## config.mk

```make
export PLATFORM = sky130hd
export DESIGN_NAME = sgaa_ram
export DESIGN_NICKNAME = d
export VERILOG_FILES = /design/src/sgaa_ram.sv
export SDC_FILE = /design/constraint.sdc
export NUM_CORES = 1
export LEC_CHECK = 0
export BUFFER_PORTS_ARGS = -buffer_cell sky130_fd_sc_hd__buf_2
export CAP_MARGIN = 20
export CORE_UTILIZATION = 45
export DETAILED_ROUTE_END_ITERATION = 8
export GPL_TIMING_DRIVEN = 0
export HOLD_SLACK_MARGIN = 0.03
export PLACE_DENSITY = 0.65
export SKIP_LAST_GASP = 1
export SLEW_MARGIN = 0
export SYNTH_ARGS = -nofsm -noshare
export SYNTH_HDL_FRONTEND = slang
export SYNTH_SLANG_ARGS = --single-unit
```

## constraint.sdc

```tcl
create_clock -name aclk -period 2.2 [get_ports aclk]
set_input_delay 0.11 -clock aclk [delete_from_list [all_inputs] [get_ports aclk]]
set_output_delay 0.11 -clock aclk [all_outputs]
set_load 0.005 [all_outputs]
```

## src/sgaa_ram.sv

```systemverilog
// generic single write port ram with registered read
module sgaa_ram #(
    parameter int WIDTH = 8,
    parameter int DEPTH = 16
) (
    input  logic                                      aclk,
    input  logic                                      we,
    input  logic [(DEPTH > 1 ? $clog2(DEPTH) : 1)-1:0] waddr,
    input  logic [WIDTH-1:0]                          wdata,
    input  logic [(DEPTH > 1 ? $clog2(DEPTH) : 1)-1:0] raddr,
    output logic [WIDTH-1:0]                          rdata
);
    logic [WIDTH-1:0] mem [DEPTH];

    always_ff @(posedge aclk) begin
        if (we) begin
            mem[waddr] <= wdata;
        end
        rdata <= mem[raddr];
    end
endmodule

```

==> results_dict.tcl <==
set metrics [dict create \
    status "completed" \
    path_class "register to register" \
    yosys.area.top_type "edfxtp_1" \
    grt_overflow_total 0 \
    crit_arrival_ns 1.72 \
    hpwl_um 6060 \
    post_synth_inst_count 229 \
    root_buffer "clkbuf_16" \
    synth_top_area_frac 0.747 \
    drive_gt1_frac 0.284 \
    p_switching_w 0.00114 \
    fin_setup_tns_ns 0 \
    clkSinkCount 136 \
    rsz0062_at_grt "no" \
    clock_skew_ns 0.0123 \
    drv_cap 0 \
    synth_common_cells "edfxtp_1 (128), mux4_2 (18), a22oi_1 (16), mux4_1 (14), nor2_1 (13)" \
    relSlewSlack 0.433 \
    critPathMaxFanout 1 \
    grt_max_degree 17 \
    numPortBuffers 24 \
    grt_pass1_vias 2400 \
    async_reset_ff_frac 0 \
    grt_pass1_wl_um 14200 \
    n_fill_cell 814 \
    die-area_um2 11900 \
    p_leak_nw 2.05 \
    syn_to_final_growth_pct 17.9 \
    power_frac_seq 0.483 \
    pin_count 26 \
    antenna_cells 0 \
    route.detailed.drc 0 \
    syn_area_um2 5150 \
    finalWirelength_um 9750 \
    peakVddDrop_mv 0.533 \
    first_pass_iters 4 \
    clkTransAtPathRegs_ns 0.06 \
    die_height_um 109 \
    fin_ws_ns 0.770 \
    netlist_top_cells_area "edfxtp_1 (75%), mux4_2 (7.9%), mux4_1 (7.1%), dfxtp_1 (3.1%), a22oi_1 (2.3%)" \
    whs_ns 0.100 \
    total_power_w 0.00603 \
    clock_latency_ns 0.41 \
    crit_chain "mux4_1 > a22oi_1 > nand2_1" \
    hold_class "input port to register" \
    hold_path.startpoint "wdata[1]" \
    cp-startpoint "mem[5][3]" \
    start_util 0.469 \
    syn_avg_cell_area_um2 22.5 \
    clock_path_buffers 2 \
    max_freq_ghz 0.699 \
    switching_share 0.189 \
    setup_viol 0 \
    p_clk_frac 0.472 \
    rows 38 \
    drtIter0Drc 159 \
    htree_levels 4 \
    ys_warn_count 0 \
    internal_power_w 0.00489 \
    p_comb_frac 0.046 \
    synth-edff-count 128 \
    die_width_um 109 \
    cts_setup_buffers 0 \
    finalMaxSlewViolations 0 \
    cp-start-kind "register" \
    timing.final.crit_share 0.650 \
    reg2reg_from "mem[5][3]" \
    tightest_slew_ns 0.847 \
    syn_nets 247 \
    slowest_delay_ns 0.60 \
    ys_seq_area_frac 0.778 \
    final-hold-violation-count 0 \
    fin_crit_ns 1.43 \
    antenna_found_initial 0 \
    synth_most_common_cell "edfxtp_1" \
    routed_via_density 5.66 \
    place.gp.congestion 0.725 \
    hold_buffers 0 \
    nets 294 \
    final_util 0.552 \
    place_ws_ns 0.364 \
    slowest_stage "mux4_1" \
    core_region_area_um2 11000 \
    cp.required_ns 2.49 \
    power_density_nw_per_um2 994 \
    cts_tree "yes" \
    cp-end-kind "register" \
    grtUsageTotal 0.181 \
    synth-main-ff-cell "edfxtp_1" \
    num_vias 2427 \
    post_drt_wl_per_cell_um 22.7 \
    ctsResizeCount 0 \
    ys_types 19 \
    numCtsBuffers 17 \
    ant_nets 0 \
    ys_ff_latch 136 \
]
power groups by stage:
| stage | Clock, W | Combinational (W) | Sequential (W) |
|---|---|---|---|
| after floorplan | 0 | 0.000147 | 0.00296 |
| after global placement | 0 | 0.000269 | 0.00296 |
| after detailed placement | 0 | 0.000276 | 0.00296 |
| after CTS | 0.00287 | 0.000279 | 0.00291 |
| after global routing | 0.00296 | 0.000296 | 0.00292 |
| final | 0.00284 | 0.000275 | 0.00291 |
through the flow:
step	area, um2	instances
detailed placement	5470	397
global placement	5440	393
global route	6070	429
floorplan	5150	229
finish	6070	429
CTS	6070	429
logic make-up after synthesis:
| family | share of synthesized area |
|---|---|
| DFF | 0.778 |
| buffers and inverters | 0.0168 |
| AOI/OAI and AO/OA | 0.0233 |
| and+or+nand+nor | 0.0318 |
| muxes | 0.150 |
final timing paths:
path | cells past startpoint | to | slack (ns)
max | 3 | rdata[3] | 0.77
min | 1 | mem[14][1] | 0.10
max reg2reg | 3 | rdata[3] | 0.77
min reg2reg | 3 | rdata[2] | 0.69
layer usage:
metal,vias up,share of wire,track usage
met4,0,0.017,0.0946
met5,-,0,0
met1,1228,0.44,0.259
met3,10,0.072,0.0406
met2,114,0.47,0.263
li1,1075,-,-
sequential cells by signal (all words and copies together), names as in the netlist:
register and count:
mem 128, rdata 8
worst max-delay path, delay by kind of cell, from the launching register on:
kind,cells,cell delay (ns)
AND/OR/NAND/NOR,1,0.08
flip-flops,1,0.36
AO/OA/AOI/OAI,1,0.28
multiplexers,1,0.60
layout make-up:
cell class                 instances  area (um2)  area share
clock buffer                      21         440      0.0726
sequential                       136        4000       0.660
clock inverter                    11         154      0.0254
tap                              140         175      0.0289
timing repair buffer              28         150      0.0247
multi-input combinational         83        1060       0.174
buffer                            10        86.3      0.0142
cells in the final DEF, fill, tap and decap left out:
master,Yosys,final
nand2b_1,2,2
clkbuf_1,0,4
nor2b_1,1,1
a22oi_1,16,16
buf_6,3,3
clkinv_2,0,3
clkdlybuf4s25_2,3,3
nor3_1,4,4
mux4_2,18,18
or3b_2,1,1
clkbuf_16,0,17
nand3b_1,2,2
bufinv_16,0,4
nand3_1,1,1
and2b_1,1,1
nor2_1,13,13
buf_2,3,27
edfxtp_1,128,128
and2_1,1,1
clkinvlp_4,0,1
dfxtp_1,8,8
mux4_1,14,14
nand2_1,9,9
buf_4,1,5
clkinv_1,0,3
(Power assumes the default switching activity.)
