File: src/sgaa_pkg.sv
// shared types and constants for the semi-global affine alignment core
package sgaa_pkg;

    localparam int RES_W   = 5;
    localparam int IDX_W   = 5;
    localparam int ENTRY_W = 8;
    localparam int MODE_W  = 2;
    localparam int PEN_W   = 8;
    localparam int SCORE_W = 32;
    localparam int OUT_SCORE_W   = 23;
    localparam int OUT_MATCHES_W = 11;
    localparam int OUT_LENGTH_W  = 12;
    localparam int STATUS_W      = 2;

    localparam logic signed [SCORE_W-1:0] NEG_INF = -32'sd1073741824;
    localparam logic signed [SCORE_W-1:0] OUT_SCORE_MAX = 32'sd4194303;
    localparam logic signed [SCORE_W-1:0] OUT_SCORE_MIN = -32'sd4194304;

    localparam logic [MODE_W-1:0] MODE_TABLE  = 2'd0;
    localparam logic [MODE_W-1:0] MODE_FIRST  = 2'd1;
    localparam logic [MODE_W-1:0] MODE_SECOND = 2'd2;
    localparam logic [MODE_W-1:0] MODE_RUN    = 2'd3;

    localparam logic [STATUS_W-1:0] STATUS_OK      = 2'd0;
    localparam logic [STATUS_W-1:0] STATUS_EMPTY   = 2'd1;
    localparam logic [STATUS_W-1:0] STATUS_DROPPED = 2'd2;

    localparam logic CFG_GAP_OPEN   = 1'b0;
    localparam logic CFG_GAP_EXTEND = 1'b1;

    typedef enum logic [2:0] {
        ST_IDLE,
        ST_INIT,
        ST_ROW_RD,
        ST_ROW_LD,
        ST_CELL_RD,
        ST_CELL_LD,
        ST_CELL_EX,
        ST_DONE
    } state_t;

endpackage

File: src/sgaa_cell.sv
// one dynamic programming cell: gap updates, diagonal score and tie-ordered pick
module sgaa_cell #(
    parameter int MW = 11,
    parameter int LW = 12
) (
    input  logic signed [sgaa_pkg::SCORE_W-1:0] diag_s,
    input  logic [MW-1:0]                       diag_m,
    input  logic [LW-1:0]                       diag_l,
    input  logic signed [sgaa_pkg::SCORE_W-1:0] up_s,
    input  logic [MW-1:0]                       up_m,
    input  logic [LW-1:0]                       up_l,
    input  logic signed [sgaa_pkg::SCORE_W-1:0] del_prev,
    input  logic signed [sgaa_pkg::SCORE_W-1:0] left_s,
    input  logic [LW-1:0]                       left_l,
    input  logic signed [sgaa_pkg::SCORE_W-1:0] ins_prev,
    input  logic [sgaa_pkg::PEN_W-1:0]          gap_open,
    input  logic [sgaa_pkg::PEN_W-1:0]          gap_extend,
    input  logic signed [sgaa_pkg::ENTRY_W-1:0] subst,
    input  logic                                is_match,
    input  logic [MW-1:0]                       left_m,
    output logic signed [sgaa_pkg::SCORE_W-1:0] del_out,
    output logic signed [sgaa_pkg::SCORE_W-1:0] ins_out,
    output logic signed [sgaa_pkg::SCORE_W-1:0] s_out,
    output logic [MW-1:0]                       m_out,
    output logic [LW-1:0]                       l_out
);
    logic signed [sgaa_pkg::SCORE_W-1:0] go_s, ge_s, d_open, d_ext, i_open, i_ext, sub;

    always_comb begin
        go_s   = sgaa_pkg::SCORE_W'(gap_open);
        ge_s   = sgaa_pkg::SCORE_W'(gap_extend);
        d_open = up_s - go_s;
        d_ext  = del_prev - ge_s;
        i_open = left_s - go_s;
        i_ext  = ins_prev - ge_s;
        del_out = (d_open > d_ext) ? d_open : d_ext;
        ins_out = (i_open > i_ext) ? i_open : i_ext;
        sub = diag_s + sgaa_pkg::SCORE_W'(subst);
        // diagonal wins ties, then deletion
        if (sub >= del_out && sub >= ins_out) begin
            s_out = sub;
            m_out = diag_m + MW'(is_match);
            l_out = diag_l + LW'(1);
        end else if (del_out >= ins_out) begin
            s_out = del_out;
            m_out = up_m;
            l_out = up_l + LW'(1);
        end else begin
            s_out = ins_out;
            m_out = left_m;
            l_out = left_l + LW'(1);
        end
    end
endmodule

File: config.mk
export PLATFORM = sky130hd
export DESIGN_NAME = sgaa_cell
export DESIGN_NICKNAME = d
export VERILOG_FILES = /design/src/sgaa_pkg.sv /design/src/sgaa_cell.sv
export SDC_FILE = /design/constraint.sdc
export NUM_CORES = 1
export LEC_CHECK = 0
export BUFFER_PORTS_ARGS = -buffer_cell sky130_fd_sc_hd__buf_4
export CAP_MARGIN = 30
export CELL_PAD_IN_SITES_DETAIL_PLACEMENT = 1
export CELL_PAD_IN_SITES_GLOBAL_PLACEMENT = 1
export CORE_MARGIN = 2
export CORE_UTILIZATION = 40
export DETAILED_ROUTE_END_ITERATION = 8
export PLACE_DENSITY = 0.9
export SYNTH_ARGS = -nofsm -noshare
export SYNTH_HDL_FRONTEND = slang
export SYNTH_SLANG_ARGS = --single-unit
File: constraint.sdc
create_clock -name vclk -period 16.35
set_clock_uncertainty 0.1 [all_clocks]
set_input_delay 1.635 -clock vclk [all_inputs]
set_output_delay 1.635 -clock vclk [all_outputs]
set_load 0.01 [all_outputs]
==> metrics.txt <==
post-route cell area=14400 µm²; final period utilization=0.867; Fin. Hold Viols=0; Yosys top cell by area=ha_1; leakage=7.05 nW; post-synthesis cell count=1602; Hold Path Sink=m_out[8]; CP max FO=84; # resized after CTS=0; register area share after synthesis=0; area share of the largest cell type after synthesis=0.235; share of layout cells above drive strength 1=0.220; final setup fails=0; Starting Density=0.404; RSZ-0062 raised after global routing=no; post-synth cell types=90; first-pass GRT wire length=71900 µm; CP Launch Type=input pin; initial DRC count=~860; CLK BUF=0; pin count of the biggest net entering global routing=104; placed cell area=14300 µm²; P&R area growth vs syn=28.2%; setup tns final=0 ns; fmax=70.6 MHz; ant diodes=0; final sequential cell count=0; Final min period=14.17 ns; Synth area leaders=ha_1 (23%), xnor2_1 (8.8%), a21oi_1 (5.3%); placer congestion estimate=0.943; I/O pins=373; Post-CTS Setup Bufs=0; Power Density=around 94 nW/µm²; total number of vias=between 10000 and 15000; hold depth=4; critical path endpoint category=output pin; commonest non-fill, non-tap cell in the layout=buf_4; Routed Antenna Nets=0; vias in the first global route=roughly 13000; die area=~29000 µm²; Syn Std Cell Area=11200 µm²; start point of the worst hold path=up_m[8]; row count=61; CP arrival=around 12 ns; # hold bufs at CTS=0; status=completed; slowest stage delay, CP=0.82 ns; DRT Pass-1 Iters=5; most frequent cells in the layout=buf_4 (379), ha_1 (210), inv_1 (153); post-detailed-routing wire length=between 40000 and 50000 µm; worst-margin pin slew=around 1.0 ns; max_cap viols=0; Hold Crit Class=in2out; Critical Path RT=14.61 ns; Mapped Nets=2071; Setup Crit Path Kind=in2out; register area=0 µm²; DP Wirelength=41800 µm; relative slew slack=0.326; Slew Limit Fails=0; wire per inst=slightly above 20 µm; Worst path top cell family by delay=compound AO/OA/AOI/OAI gates; initial antenna violation count=1; die span in x=around 170 µm; Worst Path Buf+Inv=6; Nets=2416; chip height=171 µm; GRT Overall Usage=0.307; VDD IR-drop max=0.0941 mV; core area=27700 µm²; port bufs=between 300 and 400; # DRC=0; Ys Warns=0; CP max stage cell=a21o_4; grt total ovfl=0; Vias per Instance=around 5.8; Avg Inst Size Synth=~7 µm²
## worst max path at each step
stage / start / to / slack, ns / cells after the start
2_1_floorplan: gap_extend[7] / l_out[6] / 4.21 / 41
3_3_place_gp: ins_prev[7] / l_out[6] / 2.62 / 35
3_5_place_dp: gap_extend[1] / l_out[10] / 2.05 / 39
4_1_cts: gap_extend[1] / l_out[10] / 2.03 / 39
5_1_grt: gap_open[7] / l_out[10] / 1.38 / 44
6_report: gap_extend[1] / l_out[10] / 2.18 / 44
## worst min-delay path, delay by kind of cell
family	cells	cell delay, ns
buffers and inverters	2	0.20
AOI/OAI and AO/OA	1	0.13
muxes	1	0.05
## logic make-up after synthesis
group                      count (synthesis)  share of synthesized area
and+or+nand+nor                          553                      0.250
AOI/OAI and AO/OA                        397                      0.230
adders and majority gates                216                      0.244
buffers and inverters                    191                     0.0698
xor gates and xnor gates                 168                      0.133
muxes                                     77                     0.0727
## area by class of cell
type | count | area, µm²
fill | 3693 | 13400
inverter | 153 | 574
multi-input combinational | 1411 | 10400
tap | 378 | 473
timing repair buffer | 381 | 2880
## metal layers
layer | global-route usage | wire [µm]
met4 | 0.0980 | 1770
met5 | 0 | 13
met3 | 0.0269 | 2430
met1 | 0.391 | 20400
met2 | 0.544 | 22700
## per-stage QoR
step / cells / hold slack, ns / util / setup slack (ns) / total power [mW]
floorplan: 1602 / 3.38 / - / 4.21 / 0.806
global placement: 2321 / 3.55 / 0.517 / 2.62 / 1.28
detailed placement: 2321 / 3.55 / 0.517 / 2.05 / 1.33
CTS: 2321 / 3.55 / 0.517 / 2.03 / 1.33
global route: 2323 / 3.56 / 0.518 / 1.38 / 1.48
finish: 2323 / 3.55 / 0.518 / 2.18 / 1.36
## where the power goes
group,leakage (nW),internal [mW],switching [mW],total [mW]
Clock,0,0,0,0
Sequential,0,0,0,0
Combinational,7.05,0.584,0.771,1.36
## synth_stat cells, types with 10 or more instances
cell type / count
a21o_1: 55
a21oi_1: 119
xnor2_1: 112
nand2b_1: 30
ha_1: 210
o21a_1: 23
nand3_1: 36
nor3_1: 55
nand4_1: 30
a211oi_1: 18
clkbuf_1: 20
o21ai_0: 88
or3_1: 24
mux2i_1: 58
nor2b_1: 25
o21bai_1: 14
xor2_1: 54
nor4_1: 20
nand2_1: 114
nor2_1: 151
inv_1: 153
or4_1: 14
mux2_2: 10
Note: power is estimated with default switching activity, not from simulation.
